File: src/rtl/usbasc_pkg.sv
`timescale 1ns / 1ps

package usbasc_pkg;

    // accessory classes
    localparam logic [2:0] CLS_NONE = 3'd0;
    localparam logic [2:0] CLS_USB  = 3'd1;
    localparam logic [2:0] CLS_UART = 3'd2;
    localparam logic [2:0] CLS_AV   = 3'd3;
    localparam logic [2:0] CLS_ETC  = 3'd4;

    // event codes
    localparam logic [1:0] EV_NONE    = 2'd0;
    localparam logic [1:0] EV_ATTACH  = 2'd1;
    localparam logic [1:0] EV_DETACH  = 2'd2;
    localparam logic [1:0] EV_ILLEGAL = 2'd3;

    // interrupt flag bits
    localparam logic [15:0] INT_ATTACH     = 16'h0001;
    localparam logic [15:0] INT_DETACH     = 16'h0002;
    localparam logic [15:0] INT_RES_ATTACH = 16'h0200;

    // device type masks
    localparam logic [15:0] DT_AUDIO        = 16'h8003;
    localparam logic [15:0] DT_MIC          = 16'h0001;
    localparam logic [15:0] DT_USB          = 16'h03A4;
    localparam logic [15:0] DT_UART         = 16'h0C08;
    localparam logic [15:0] DT_AV           = 16'h4000;
    localparam logic [15:0] DT_CHARGER      = 16'h0060;
    localparam logic [15:0] DT_JIG_USB_ON   = 16'h0100;
    localparam logic [15:0] DT_JIG_USB_OFF  = 16'h0200;
    localparam logic [15:0] DT_JIG_UART_ON  = 16'h0400;
    localparam logic [15:0] DT_JIG_UART_OFF = 16'h0800;

    // adc codes
    localparam logic [7:0] ADC_CHG_A = 8'h17;
    localparam logic [7:0] ADC_CHG_B = 8'h1B;
    localparam logic [7:0] ADC_RES_USB = 8'h0F;
    localparam logic [7:0] ADC_RES4  = 8'h11;
    localparam logic [7:0] ADC_RES5  = 8'h12;

    // switch words
    localparam logic [12:0] SW_USB_BASE  = 13'h0225;
    localparam logic [12:0] SW_UART_BASE = 13'h006C;
    localparam logic [12:0] SW_AV        = 13'h0190;
    localparam logic [12:0] SW_CHARGER   = 13'h0001;
    localparam logic [12:0] SW_RES4      = 13'h0088;
    localparam logic [12:0] SW_RES5      = 13'h024A;
    localparam logic [12:0] SW_ID2IDBP   = 13'h0200;
    localparam logic [12:0] SW_JIG_HIGH  = 13'h0400;
    localparam logic [12:0] SW_BOOT_HIGH = 13'h0800;
    localparam logic [12:0] SW_VBUS2OUT  = 13'h0001;

    function automatic logic [12:0] usb_word(input logic boot_on, input logic boot_off);
        logic [12:0] w;
        w = SW_USB_BASE;
        if (boot_on)
        begin
            w = SW_USB_BASE | SW_JIG_HIGH | SW_BOOT_HIGH;
        end
        else if (boot_off)
        begin
            w = SW_USB_BASE | SW_JIG_HIGH;
        end
        return w;
    endfunction

    function automatic logic [12:0] uart_word(input logic boot_on, input logic boot_off);
        logic [12:0] w;
        w = SW_UART_BASE;
        if (boot_on)
        begin
            w = SW_UART_BASE | SW_JIG_HIGH | SW_BOOT_HIGH | SW_VBUS2OUT;
        end
        else if (boot_off)
        begin
            w = SW_UART_BASE | SW_JIG_HIGH | SW_VBUS2OUT;
        end
        return w;
    endfunction

endpackage

File: src/rtl/usb_accessory_switch_classifier.sv
`timescale 1ns / 1ps

// micro-usb accessory switch classifier
//
// input channel (in_valid / in_stall): one interrupt event word per handshake,
//   carrying interrupt_flags, dev_type and adc_value
// output channel (out_valid / out_stall): one result word per event, carrying
//   event_code, accessory_class, switch_word, switch_written, automatic_switching
// config: cfg_write with cfg_data writes manual_sw; the user must write only
//   while no event is in flight, which the block does not enforce
// flow: an accepted event lands in the input register, is classified against
//   the kept state and moves into the result register as soon as that register
//   is free to take it
// throughput: one event per cycle while the receiver does not stall, set by the
//   state update that sits between the input register and the result register
// stall: when the receiver stalls with a result pending, the input register
//   holds its event and in_stall rises in the same cycle; nothing is dropped
// reset (rst_n low, async): both registers empty, no accessory, jig flags
//   clear, switch word all open, automatic switching on, manual_sw off
module usb_accessory_switch_classifier (
    input  logic        clk,
    input  logic        rst_n,
    input  logic        cfg_write,
    input  logic        cfg_data,
    input  logic        in_valid,
    output logic        in_stall,
    input  logic [15:0] interrupt_flags,
    input  logic [15:0] dev_type,
    input  logic [7:0]  adc_value,
    output logic        out_valid,
    input  logic        out_stall,
    output logic [1:0]  event_code,
    output logic [2:0]  accessory_class,
    output logic [12:0] switch_word,
    output logic        switch_written,
    output logic        automatic_switching
);
    import usbasc_pkg::*;

    // config
    logic manual_sw_reg;

    // input register
    logic        in_valid_reg;
    logic [15:0] flags_reg;
    logic [15:0] dt_reg;
    logic [7:0]  adc_reg;

    // kept state
    logic [2:0]  class_reg,    class_next;
    logic        boot_on_reg,  boot_on_next;
    logic        boot_off_reg, boot_off_next;
    logic        temp_man_reg, temp_man_next;
    logic [12:0] sw_reg,       sw_next;
    logic        auto_reg,     auto_next;

    // result register
    logic        out_valid_reg;
    logic [1:0]  code_reg,     code_next;
    logic        written_reg,  written_next;

    logic out_free;
    logic advance;

    assign out_free = !out_valid_reg || !out_stall;
    assign advance  = in_valid_reg && out_free;
    assign in_stall = in_valid_reg && !out_free;

    // classification of the event held in the input register
    always_comb
    begin
        logic charger_adc;
        logic [2:0] cls;
        charger_adc   = (adc_reg == ADC_CHG_A) || (adc_reg == ADC_CHG_B);
        cls           = class_reg;
        class_next    = class_reg;
        boot_on_next  = boot_on_reg;
        boot_off_next = boot_off_reg;
        temp_man_next = temp_man_reg;
        sw_next       = sw_reg;
        auto_next     = auto_reg;
        code_next     = EV_NONE;
        written_next  = 1'b0;

        priority if ((flags_reg & INT_ATTACH) != '0)
        begin
            if ((flags_reg & INT_DETACH) != '0)
            begin
                // both flags: reinit, word back to open
                code_next = EV_ILLEGAL;
                sw_next   = '0;
                auto_next = !manual_sw_reg;
            end
            else
            begin
                code_next     = EV_ATTACH;
                temp_man_next = 1'b0;
                if ((dt_reg & DT_AUDIO) != '0)
                begin
                    cls = CLS_ETC;
                end
                if ((dt_reg & DT_USB) != '0)
                begin
                    cls           = CLS_USB;
                    boot_on_next  = (dt_reg & DT_JIG_USB_ON) != '0;
                    boot_off_next = (dt_reg & DT_JIG_USB_OFF) != '0;
                end
                if ((dt_reg & DT_UART) != '0)
                begin
                    cls           = CLS_UART;
                    boot_on_next  = (dt_reg & DT_JIG_UART_ON) != '0;
                    boot_off_next = (dt_reg & DT_JIG_UART_OFF) != '0;
                end
                if ((dt_reg & DT_AV) != '0)
                begin
                    cls = CLS_AV;
                end
                // charger only claims an otherwise empty class
                if (((dt_reg & DT_CHARGER) != '0) && (cls == CLS_NONE))
                begin
                    cls = CLS_ETC;
                end
                if (charger_adc)
                begin
                    cls = CLS_ETC;
                end
                class_next = cls;

                if (manual_sw_reg)
                begin
                    if ((dt_reg & DT_USB) != '0)
                    begin
                        sw_next      = usb_word(boot_on_next, boot_off_next);
                        written_next = 1'b1;
                    end
                    if ((dt_reg & DT_UART) != '0)
                    begin
                        sw_next      = uart_word(boot_on_next, boot_off_next);
                        written_next = 1'b1;
                    end
                    if ((dt_reg & DT_AV) != '0)
                    begin
                        sw_next      = SW_AV;
                        written_next = 1'b1;
                    end
                    // mic adds the id path to the word built so far
                    if ((dt_reg & DT_MIC) != '0)
                    begin
                        sw_next      = sw_next | SW_ID2IDBP;
                        written_next = 1'b1;
                    end
                    if (((dt_reg & DT_CHARGER) != '0) || charger_adc)
                    begin
                        sw_next      = SW_CHARGER;
                        written_next = 1'b1;
                    end
                end
            end
        end
        else if ((flags_reg & INT_RES_ATTACH) != '0)
        begin
            // reserved attach: software takes the switch over
            code_next     = EV_ATTACH;
            temp_man_next = 1'b1;
            class_next    = CLS_ETC;
            auto_next     = 1'b0;
            priority if (adc_reg == ADC_RES_USB)
            begin
                boot_on_next  = (dt_reg & DT_JIG_USB_ON) != '0;
                boot_off_next = (dt_reg & DT_JIG_USB_OFF) != '0;
                sw_next       = usb_word(boot_on_next, boot_off_next);
                written_next  = 1'b1;
            end
            else if (adc_reg == ADC_RES4)
            begin
                sw_next      = SW_RES4;
                written_next = 1'b1;
            end
            else if (adc_reg == ADC_RES5)
            begin
                sw_next      = SW_RES5;
                written_next = 1'b1;
            end
            else
            begin
                // unknown reserved code writes no word
                sw_next = sw_reg;
            end
        end
        else if ((flags_reg & INT_DETACH) != '0)
        begin
            code_next = EV_DETACH;
            priority if (manual_sw_reg)
            begin
                sw_next      = '0;
                written_next = 1'b1;
            end
            else if (temp_man_reg)
            begin
                // leave temporary manual, hand back to automatic
                temp_man_next = 1'b0;
                sw_next       = '0;
                written_next  = 1'b1;
                auto_next     = 1'b1;
            end
            else
            begin
                sw_next = sw_reg;
            end
        end
        else
        begin
            code_next = EV_NONE;
        end
    end

    // config register
    always_ff @(posedge clk or negedge rst_n)
    begin
        if (!rst_n)
        begin
            manual_sw_reg <= 1'b0;
        end
        else if (cfg_write)
        begin
            manual_sw_reg <= cfg_data;
        end
    end

    // input register
    always_ff @(posedge clk or negedge rst_n)
    begin
        if (!rst_n)
        begin
            in_valid_reg <= 1'b0;
        end
        else if (!in_stall)
        begin
            in_valid_reg <= in_valid;
        end
    end

    always_ff @(posedge clk)
    begin
        if (in_valid && !in_stall)
        begin
            flags_reg <= interrupt_flags;
            dt_reg    <= dev_type;
            adc_reg   <= adc_value;
        end
    end

    // kept state, updated as each event moves into the result register
    always_ff @(posedge clk or negedge rst_n)
    begin
        if (!rst_n)
        begin
            class_reg    <= CLS_NONE;
            boot_on_reg  <= 1'b0;
            boot_off_reg <= 1'b0;
            temp_man_reg <= 1'b0;
            sw_reg       <= '0;
            auto_reg     <= 1'b1;
        end
        else if (advance)
        begin
            class_reg    <= class_next;
            boot_on_reg  <= boot_on_next;
            boot_off_reg <= boot_off_next;
            temp_man_reg <= temp_man_next;
            sw_reg       <= sw_next;
            auto_reg     <= auto_next;
        end
    end

    // result register
    always_ff @(posedge clk or negedge rst_n)
    begin
        if (!rst_n)
        begin
            out_valid_reg <= 1'b0;
        end
        else if (out_free)
        begin
            out_valid_reg <= in_valid_reg;
        end
    end

    always_ff @(posedge clk)
    begin
        if (advance)
        begin
            code_reg    <= code_next;
            written_reg <= written_next;
        end
    end

    assign out_valid           = out_valid_reg;
    assign event_code          = code_reg;
    assign accessory_class     = class_reg;
    assign switch_word         = sw_reg;
    assign switch_written      = written_reg;
    assign automatic_switching = auto_reg;

    // a word rewrite only comes from an attach or a detach
    a_written_code: assert property (@(posedge clk) disable iff (!rst_n)
        (out_valid && switch_written) |-> (event_code == EV_ATTACH || event_code == EV_DETACH))
        else $error("switch word rewrite on an event that cannot write it");

    // reinit always leaves the switch open
    a_illegal_open: assert property (@(posedge clk) disable iff (!rst_n)
        (out_valid && event_code == EV_ILLEGAL) |-> (switch_word == '0 && !switch_written))
        else $error("illegal event left the switch word set");

    // kept state only moves when an event is retired
    a_state_hold: assert property (@(posedge clk) disable iff (!rst_n)
        !$past(advance) |-> ($stable(sw_reg) && $stable(class_reg) && $stable(auto_reg)))
        else $error("kept state changed without an event");

    // an input stall means a held event waits on a stalled result
    a_stall_cause: assert property (@(posedge clk) disable iff (!rst_n)
        in_stall |-> (in_valid_reg && out_valid && out_stall))
        else $error("input stalled without a pending result");

endmodule
File: config.mk
export PLATFORM = sky130hd
export DESIGN_NAME = usb_accessory_switch_classifier
export DESIGN_NICKNAME = d
export VERILOG_FILES = /design/src/rtl/usbasc_pkg.sv /design/src/rtl/usb_accessory_switch_classifier.sv
export SDC_FILE = /design/constraint.sdc
export NUM_CORES = 1
export LEC_CHECK = 0
export ABC_AREA = 1
export BUFFER_PORTS_ARGS = -buffer_cell sky130_fd_sc_hd__buf_2
export CORE_AREA = 2 2 96 98
export CTS_BUF_LIST = sky130_fd_sc_hd__clkbuf_16
export DETAILED_ROUTE_END_ITERATION = 8
export DIE_AREA = 0 0 98 100
export PLACE_DENSITY = 0.51
export SLEW_MARGIN = 15
export SYNTH_ARGS = -nofsm -noshare
export SYNTH_HDL_FRONTEND = slang
export SYNTH_SLANG_ARGS = --single-unit
File: constraint.sdc
create_clock -name clk -period 2.6 [get_ports clk]
set_input_delay 0.26 -clock clk [delete_from_list [all_inputs] [get_ports clk]]
set_output_delay 0.26 -clock clk [all_outputs]
set_load 0.1 [all_outputs]
After elaboration in Yosys (flattened, before gate mapping):

Cells that the tools add are included.

* word-level logic and storage cells: 133
* bits of input ports: 46
* register bits after elaboration: 60

* reduce and logical (&&, ||, !) cells: 29
* multiplexer cells: 78
* eq/ne operators: 11

Operators with widths (number)
* $mux 13: 14
* $reduce_bool 16->1: 4
* $mux 1: 42
* $mux 12: 3
* $mux 11: 3
* $mux 3: 11
* $eq 8x5->1 const B: 4
* $mux 10: 1
* $reduce_and 5->1: 2
* $eq 8x4->1 const B: 1
* $mux 2: 4
* $reduce_and 4->1: 2
* $ne 7x1->1 const B: 1
* $reduce_and 6->1: 1
* $reduce_bool 2->1: 3
* $reduce_bool 3->1: 2
* $logic_not 1->1: 5
* $ne 5x2->1 const B: 1
* $logic_and 1x1->1: 4
* $reduce_bool 4->1: 1
* $logic_not 3->1: 1
* $logic_or 1x1->1: 3
* $ne 3x1->1 const B: 1
* $ne 3x2->1 const B: 1
* 3 further kinds: 3

Longest topological paths before layout:

Gate-level depths: netlist of the first run.

* depth in word-level cells: 15
* gate-level depth with buffers: 11

Least setup slack after synthesis of the first run:

Ideal clock, no wire load.

* kind: register to register
* from: register out_valid_reg (netlist: out_valid)
* to: register adc_reg[0], enable pin
* data arrival time: 2.984 ns
* slack: -0.741 ns
* required time: 2.243 ns
* library setup time: 0.357 ns
* cell stages (with the launch flop): 6
* cell sequence: dfrtp_1 nand2_1 nor2_1 inv_1 nand2_1 inv_1

* longest elaborated chain between the ends: 6

RTL lines
* from (decl): line usb_accessory_switch_classifier.sv:58 `logic out_valid_reg;`
* from (signal assigned): line usb_accessory_switch_classifier.sv:285 `out_valid_reg <= in_valid_reg;`
* $logic_not 1->1: line usb_accessory_switch_classifier.sv:65 `assign out_free = !out_valid_reg || !out_stall;`
* $logic_or 1x1->1: line usb_accessory_switch_classifier.sv:65
* $logic_not 1->1: line usb_accessory_switch_classifier.sv:67 `assign in_stall = in_valid_reg && !out_free;`
* $logic_and 1x1->1: line usb_accessory_switch_classifier.sv:67
* net in_stall: line usb_accessory_switch_classifier.sv:26 `output logic in_stall,`
* $logic_not 1->1: line usb_accessory_switch_classifier.sv:245 `if (in_valid && !in_stall)`
* $logic_and 1x1->1: line usb_accessory_switch_classifier.sv:245
* to (signal assigned): line usb_accessory_switch_classifier.sv:249 `adc_reg <= adc_value;`
* to (decl): line usb_accessory_switch_classifier.sv:47 `logic [7:0] adc_reg;`

The timed path passes the listed nets, and every way through them passes these cells.
A chain may end at the register's enable or synchronous reset.

Worst setup path in the final report of the first run:

* from: register adc_reg[3]
* to: register written_reg (netlist: switch_written) (data pin)

* longest elaborated chain between the ends: 7

RTL lines
* $eq 8x5->1: line usb_accessory_switch_classifier.sv:74 `charger_adc = (adc_reg == ADC_CHG_A) || (adc_reg == ADC_CHG_B);`
* $logic_or 1x1->1: line usb_accessory_switch_classifier.sv:74
* $logic_or 1x1->1: line usb_accessory_switch_classifier.sv:152 `if (((dt_reg & DT_CHARGER) != '0) || charger_adc)`
* $mux 1: line usb_accessory_switch_classifier.sv:152
* $mux 1: line usb_accessory_switch_classifier.sv:129 `if (manual_sw_reg)`
* $mux 1: line usb_accessory_switch_classifier.sv:87 `if ((flags_reg & INT_DETACH) != '0)`
* $mux 1 (*): line usb_accessory_switch_classifier.sv:85 `priority if ((flags_reg & INT_ATTACH) != '0)`
* net written_next: line usb_accessory_switch_classifier.sv:60 `logic written_reg, written_next;`
* to (signal assigned): line usb_accessory_switch_classifier.sv:294 `written_reg <= written_next;`
* to (decl): line usb_accessory_switch_classifier.sv:60

Mark *: on every way through the listed nets, which the timed path passes. The rest lies on a longest branch.

==> results of run 1 <==
-- final timing paths --
| kind | slack (ns) | startpoint | to |
|---|---|---|---|
| max | 1.03 | adc_reg[3] | switch_written |
| min | 0.15 | dev_type[5] | dt_reg[5] |
| max reg2reg | 1.03 | adc_reg[3] | switch_written |
| min reg2reg | 0.47 | switch_word[3] | switch_word[3] |
| max in group asynchronous | 1.79 | rst_n | automatic_switching |
| min in group asynchronous | 0.47 | rst_n | out_valid |
-- layer usage --
layer,vias to the layer above,global-route usage,wire length (um)
li1,899,-,-
met2,37,0.168,2030
met1,735,0.129,2210
met3,7,0.0272,236
met5,-,0,0
met4,0,0.0288,55
-- what timing repair did --
action / in CTS / in global routing
hold buffers: 1 / 0
resized for setup: 0 / 0
buffers inserted: 0 / 0
endpoints found under the hold margin: 19 / 0
-- cells by family after synthesis --
logic type	after synthesis	share of synthesized area
DFF	47	0.564
buffers and inverters	40	0.0737
other	1	0.00161
AOI/OAI and AO/OA	24	0.0646
and+or+nand+nor	135	0.292
muxes	1	0.00430
-- critical path, cell delays in order (launching register included) --
cell	delay (ns)
edfxtp_1	0.39
nor2_2	0.17
nor2_1	0.07
nand3_2	0.11
nand2_1	0.11
nor2_1	0.15
nand3_1	0.12
nand3_1	0.08
o21ai_0	0.09
-- metrics by stage --
step           instances  hold slack [ns]
2_1_floorplan        248          -0.0356
3_3_place_gp         406            0.254
4_1_cts              415            0.141
3_5_place_dp         406            0.252
5_1_grt              415            0.140
6_report             415            0.146
-- power groups by stage --
| stage | Sequential, mW | Clock (mW) | Combinational (mW) |
|---|---|---|---|
| final | 0.960 | 0.618 | 0.730 |
| after global routing | 0.975 | 0.666 | 0.778 |
| after CTS | 0.962 | 0.637 | 0.738 |
| after detailed placement | 0.977 | 0 | 0.736 |
| after global placement | 0.974 | 0 | 0.734 |
| after floorplan | 1.35 | 0 | 0.224 |
-- area by class of cell --
class | count | area share
sequential | 47 | 0.461
multi-input combinational | 161 | 0.298
timing repair buffer | 52 | 0.0940
tap | 111 | 0.0488
inverter | 36 | 0.0483
clock buffer | 5 | 0.0439
clock inverter | 3 | 0.00571
-- cell usage in the layout (no fill, tap or decap), drive strengths merged --
master and instances:
a22o 1, edfxtp 27, dfstp 1, o21ai 15
or2 2, nor3 1, nand2 79, nand4 1
a31oi 3, dlygate4sd3 1, o2111ai 1, nor2 33
nand3 18, inv 37, clkinv 1, buf 51
conb 1, a21oi 3, o32ai 1, nand3b 1
dfrtp 19, clkinvlp 1, mux2i 1, clkbuf 5
-- synth_stat cells --
cell       number  share of area
nand2_1        68           0.11
edfxtp_1       27           0.35
inv_1          26          0.042
nor2_1         22          0.036
dfrtp_1        19           0.20
nand3_1        14          0.030
o21ai_0        14          0.030
inv_2           9          0.015
nand2_2         8          0.022
nor2_4          6          0.029
nand3_2         4          0.017
nor2_2          4          0.011
a31oi_1         3         0.0081
buf_4           3         0.0097
nand2_4         3          0.015
a21oi_1         2         0.0043
a21oi_4         1         0.0070
a22o_1          1         0.0038
buf_6           1         0.0048
conb_1          1         0.0016
dfstp_2         1          0.011
inv_4           1         0.0027
mux2i_1         1         0.0043
nand3b_1        1         0.0032
nand4_1         1         0.0027
nor2_8          1         0.0086
nor3_1          1         0.0021
o2111ai_1       1         0.0038
o21ai_2         1         0.0038
o32ai_1         1         0.0038
or2_0           1         0.0027
or2_4           1         0.0038
==> out/qor.yml, run 1 <==
status: "finished, final reports clean"
seq_area_frac_synth: 0.564
place_congestion: 0.783
post-route-period-util: 0.602
synth_area_um2: 2330
ff2ff_path_depth: 8
arrival_ns: 1.58
cts_buffers: 5
path_max_fanout: 4
min_period_ns: 1.57
diodes: 0
ff_latch_area_um2: 1310
cts.sink_count: 47
finalHoldViolations: 0
combPwrFrac: 0.316
wire_per_inst_um: 10.9
wl_mm: 4.53
drc: 0
hold_path.class: "input port to flop"
critPathKind: "flop to flop"
hpwl_mm: 3.58
holdPathStages: 1
drt-vias-per-instance: 4.04
final_area_um2: 2850
final_core_util: 0.320
root_buffer: "clkbuf_16"
io_pins: 68
dieArea_um2: 9800
die_w_um: 98
grt_max_degree: 25
finClkSkew_ns: 0.00511
clock_latency_ns: 0.29
die_h_um: 100
power_leakage_nw: 1.34
swShare: 0.400
synthToLayoutAreaGrowth_pct: 22.4
power_frac_clock: 0.268
ir_drop_mv: 0.281
rsz0062_at_grt: "no"
netSwitchingPower_mw: 0.924
grt_pass1_wl_mm: 8.00
cap_violations: 0
synth_warnings: 0
crit_path_end_kind: "flop"
slew_violations: 0
synth_cell_type_count: 32
fill_cells: 943
track_usage: 0.101
clockBufferDepth: 2
largest_reg_flops: 13
fmax_mhz: 639
clk_pin_slew_ns: 0.06
power.density_nw_per_um2: 810
drive_above_1_share: 0.326
setup_viol: 0
dpl_worst_slack_ns: 1.05
grt_overflow: 0
cts_tree: "yes"
syn_nets: 294
fin_nets: 349
first_pass_iters: 4
syn_inst: 248
finalWorstSetupSlack_ns: 1.03
drt_iter0_drc: 69
crit_required_ns: 2.62
antenna_found_initial: 0
placed_area_um2: 2700
grt_pass1_vias: 1754
coreArea_um2: 8890
ant_nets: 0
power.sequential.fraction: 0.416
ys_ff_latch: 47
io_buffers: 50
num_rows: 35
intPower_mw: 1.38
multiInputGateArea_um2: 850
vias: 1678
synth.avg_cell_area_um2: 9.38
startpoint_type: "flop"
start_util: 0.262
htreeDepth: 2
total_power_mw: 2.31
fin_setup_tns_ns: 0
No activity file was read; power rests on OpenSTA's default activity.
==> run 2, diff against run 1 <==
--- a/config.mk
+++ b/config.mk
@@ -11,7 +11,7 @@
 export CTS_BUF_LIST = sky130_fd_sc_hd__clkbuf_16
 export DETAILED_ROUTE_END_ITERATION = 8
 export DIE_AREA = 0 0 98 100
-export PLACE_DENSITY = 0.51
+export PLACE_DENSITY = 0.52
 export SLEW_MARGIN = 15
 export SYNTH_ARGS = -nofsm -noshare
 export SYNTH_HDL_FRONTEND = slang
==> constraint.sdc (replaced) <==
create_clock -name clk -period 1.3 [get_ports clk]
set_input_delay 0.13 -clock clk [delete_from_list [all_inputs] [get_ports clk]]
set_output_delay 0.13 -clock clk [all_outputs]
set_load 0.1 [all_outputs]
==> run 2 against run 1 <==
Compared with the run above: first-iteration DRC count fell by 5.8%; die area stayed put; routed wire length increased by 20%; core utilization is 7.5 points higher; combinational power increased to 2.5 times the previous value; the flow now finishes with violations (setup timing); via count increased by 14%; hold slack lost 0.13 ns; cell count increased by 11%; sequential share of layout area down 8.5 points; largest cell class unchanged; non-clock buffer count increased by 47; clock skew is 0.0013 ns lower.
==> out/qor.yml, run 2 (synthesis results as in run 1) <==
status: "finished, violations left"
violations: "setup timing"
grt_pass1_wl_mm: 8.56
hpwl_mm: 3.97
clk_pin_slew_ns: 0.07
placed_area_um2: 3080
start_util: 0.262
power.sequential.fraction: 0.369
setup_viol: 41
power_frac_clock: 0.284
htreeDepth: 2
fin_setup_tns_ns: -3.88
slew_violations: 0
power_leakage_nw: 1.63
most-common-layout-cells: "56 x nand2_1, 47 x buf_2, 34 x buf_4"
drt_iter0_drc: 65
finalHoldViolations: 0
fmax_mhz: 687
fin_nets: 396
finalWorstSetupSlack_ns: -0.155
power.density_nw_per_um2: 1500
fill_cells: 905
combPwrFrac: 0.347
netSwitchingPower_mw: 2.01
first_pass_iters: 6
clockBufferDepth: 2
num_rows: 35
diodes: 0
critPathKind: "flop to flop"
final_area_um2: 3520
wire_per_inst_um: 11.7
cts.sink_count: 47
arrival_ns: 1.69
post-route-period-util: 1.12
swShare: 0.382
place_congestion: 0.867
io_pins: 68
intPower_mw: 3.26
wl_mm: 5.41
drive_above_1_share: 0.513
largest_reg_flops: 13
crit_path_end_kind: "flop"
finClkSkew_ns: 0.00380
dieArea_um2: 9800
die_w_um: 98
synthToLayoutAreaGrowth_pct: 51.2
clock_latency_ns: 0.29
grt_pass1_vias: 1906
track_usage: 0.111
rsz0062_at_grt: "yes"
min_period_ns: 1.46
cts_tree: "yes"
ir_drop_mv: 0.630
grt_overflow: 0
die_h_um: 100
root_buffer: "clkbuf_16"
ant_nets: 0
cts_buffers: 5
cap_violations: 0
grt_max_degree: 25
path_max_fanout: 9
multiInputGateArea_um2: 982
final_common_cell: "nand2_1"
drc: 0
coreArea_um2: 8890
drt-vias-per-instance: 4.15
io_buffers: 50
fin_cells: 462
crit_required_ns: 1.53
vias: 1919
antenna_found_initial: 0
ff_latch_area_um2: 1320
dpl_worst_slack_ns: -0.159
placed_cells: 443
startpoint_type: "flop"
hold_path.class: "input port to flop"
-- run 2: routing by layer --
| metal | vias up | global-route usage | wire (um) |
|---|---|---|---|
| met1 | 874 | 0.142 | 2460 |
| met3 | 6 | 0.0223 | 189 |
| met4 | 0 | 0.0417 | 85 |
| met5 | - | 0 | 0 |
| li1 | 998 | - | - |
| met2 | 41 | 0.185 | 2670 |
-- run 2: repair_timing --
action                                  in CTS  in global routing
hold buffers                                 1                  0
pin swaps                                   20                 17
resized for setup                           20                 23
setup buffers                                3                  5
endpoints found under the hold margin       19                  0
endpoints found under the setup margin      41                 43
gates cloned                                 0                  2
-- run 2: layout make-up --
type,count,share of cell area
multi-input combinational,161,0.279
tap,111,0.0395
timing repair buffer,99,0.213
inverter,36,0.0431
clock buffer,5,0.0356
clock inverter,3,0.0135
sequential,47,0.376
-- run 2: final timing paths --
| path | slack [ns] | startpoint | cells after the start | end |
|---|---|---|---|---|
| setup / recovery | -0.16 | flags_reg[0] | 10 | switch_word[10] |
| hold / removal | 0.01 | dev_type[9] | 1 | dt_reg[9] |
| setup reg to reg | -0.16 | flags_reg[0] | 10 | switch_word[10] |
| hold reg to reg | 0.47 | switch_word[7] | 2 | switch_word[7] |
| max in group asynchronous | 0.59 | rst_n | 2 | out_valid |
| min in group asynchronous | 0.34 | rst_n | 2 | manual_sw_reg |
-- run 2: per-stage QoR --
step	power [mW]	hold slack [ns]	utilization
6_report	5.27	0.0121	0.395
5_1_grt	5.51	0.00586	0.395
4_1_cts	5.21	0.00609	0.378
3_5_place_dp	3.66	0.129	0.347
3_3_place_gp	3.65	0.124	0.347
2_1_floorplan	3.17	-0.166	-
-- run 2: power by group through the flow --
stage	logic, mW	clock network [mW]	registers [mW]
3_5_place_dp	1.69	0	1.97
4_1_cts	1.74	1.53	1.94
2_1_floorplan	0.460	0	2.71
3_3_place_gp	1.68	0	1.97
6_report	1.83	1.49	1.94
5_1_grt	1.94	1.60	1.97
-- run 2: worst max-delay path: stages, from the launching register on --
cell and delay (ns):
edfxtp_1 0.50, buf_6 0.17, inv_4 0.06, nand2_4 0.07, nor2_4 0.13, nand3_2 0.08
nand2_4 0.13, inv_6 0.05, nand2_8 0.08, nand2_1 0.06, nand2_1 0.06
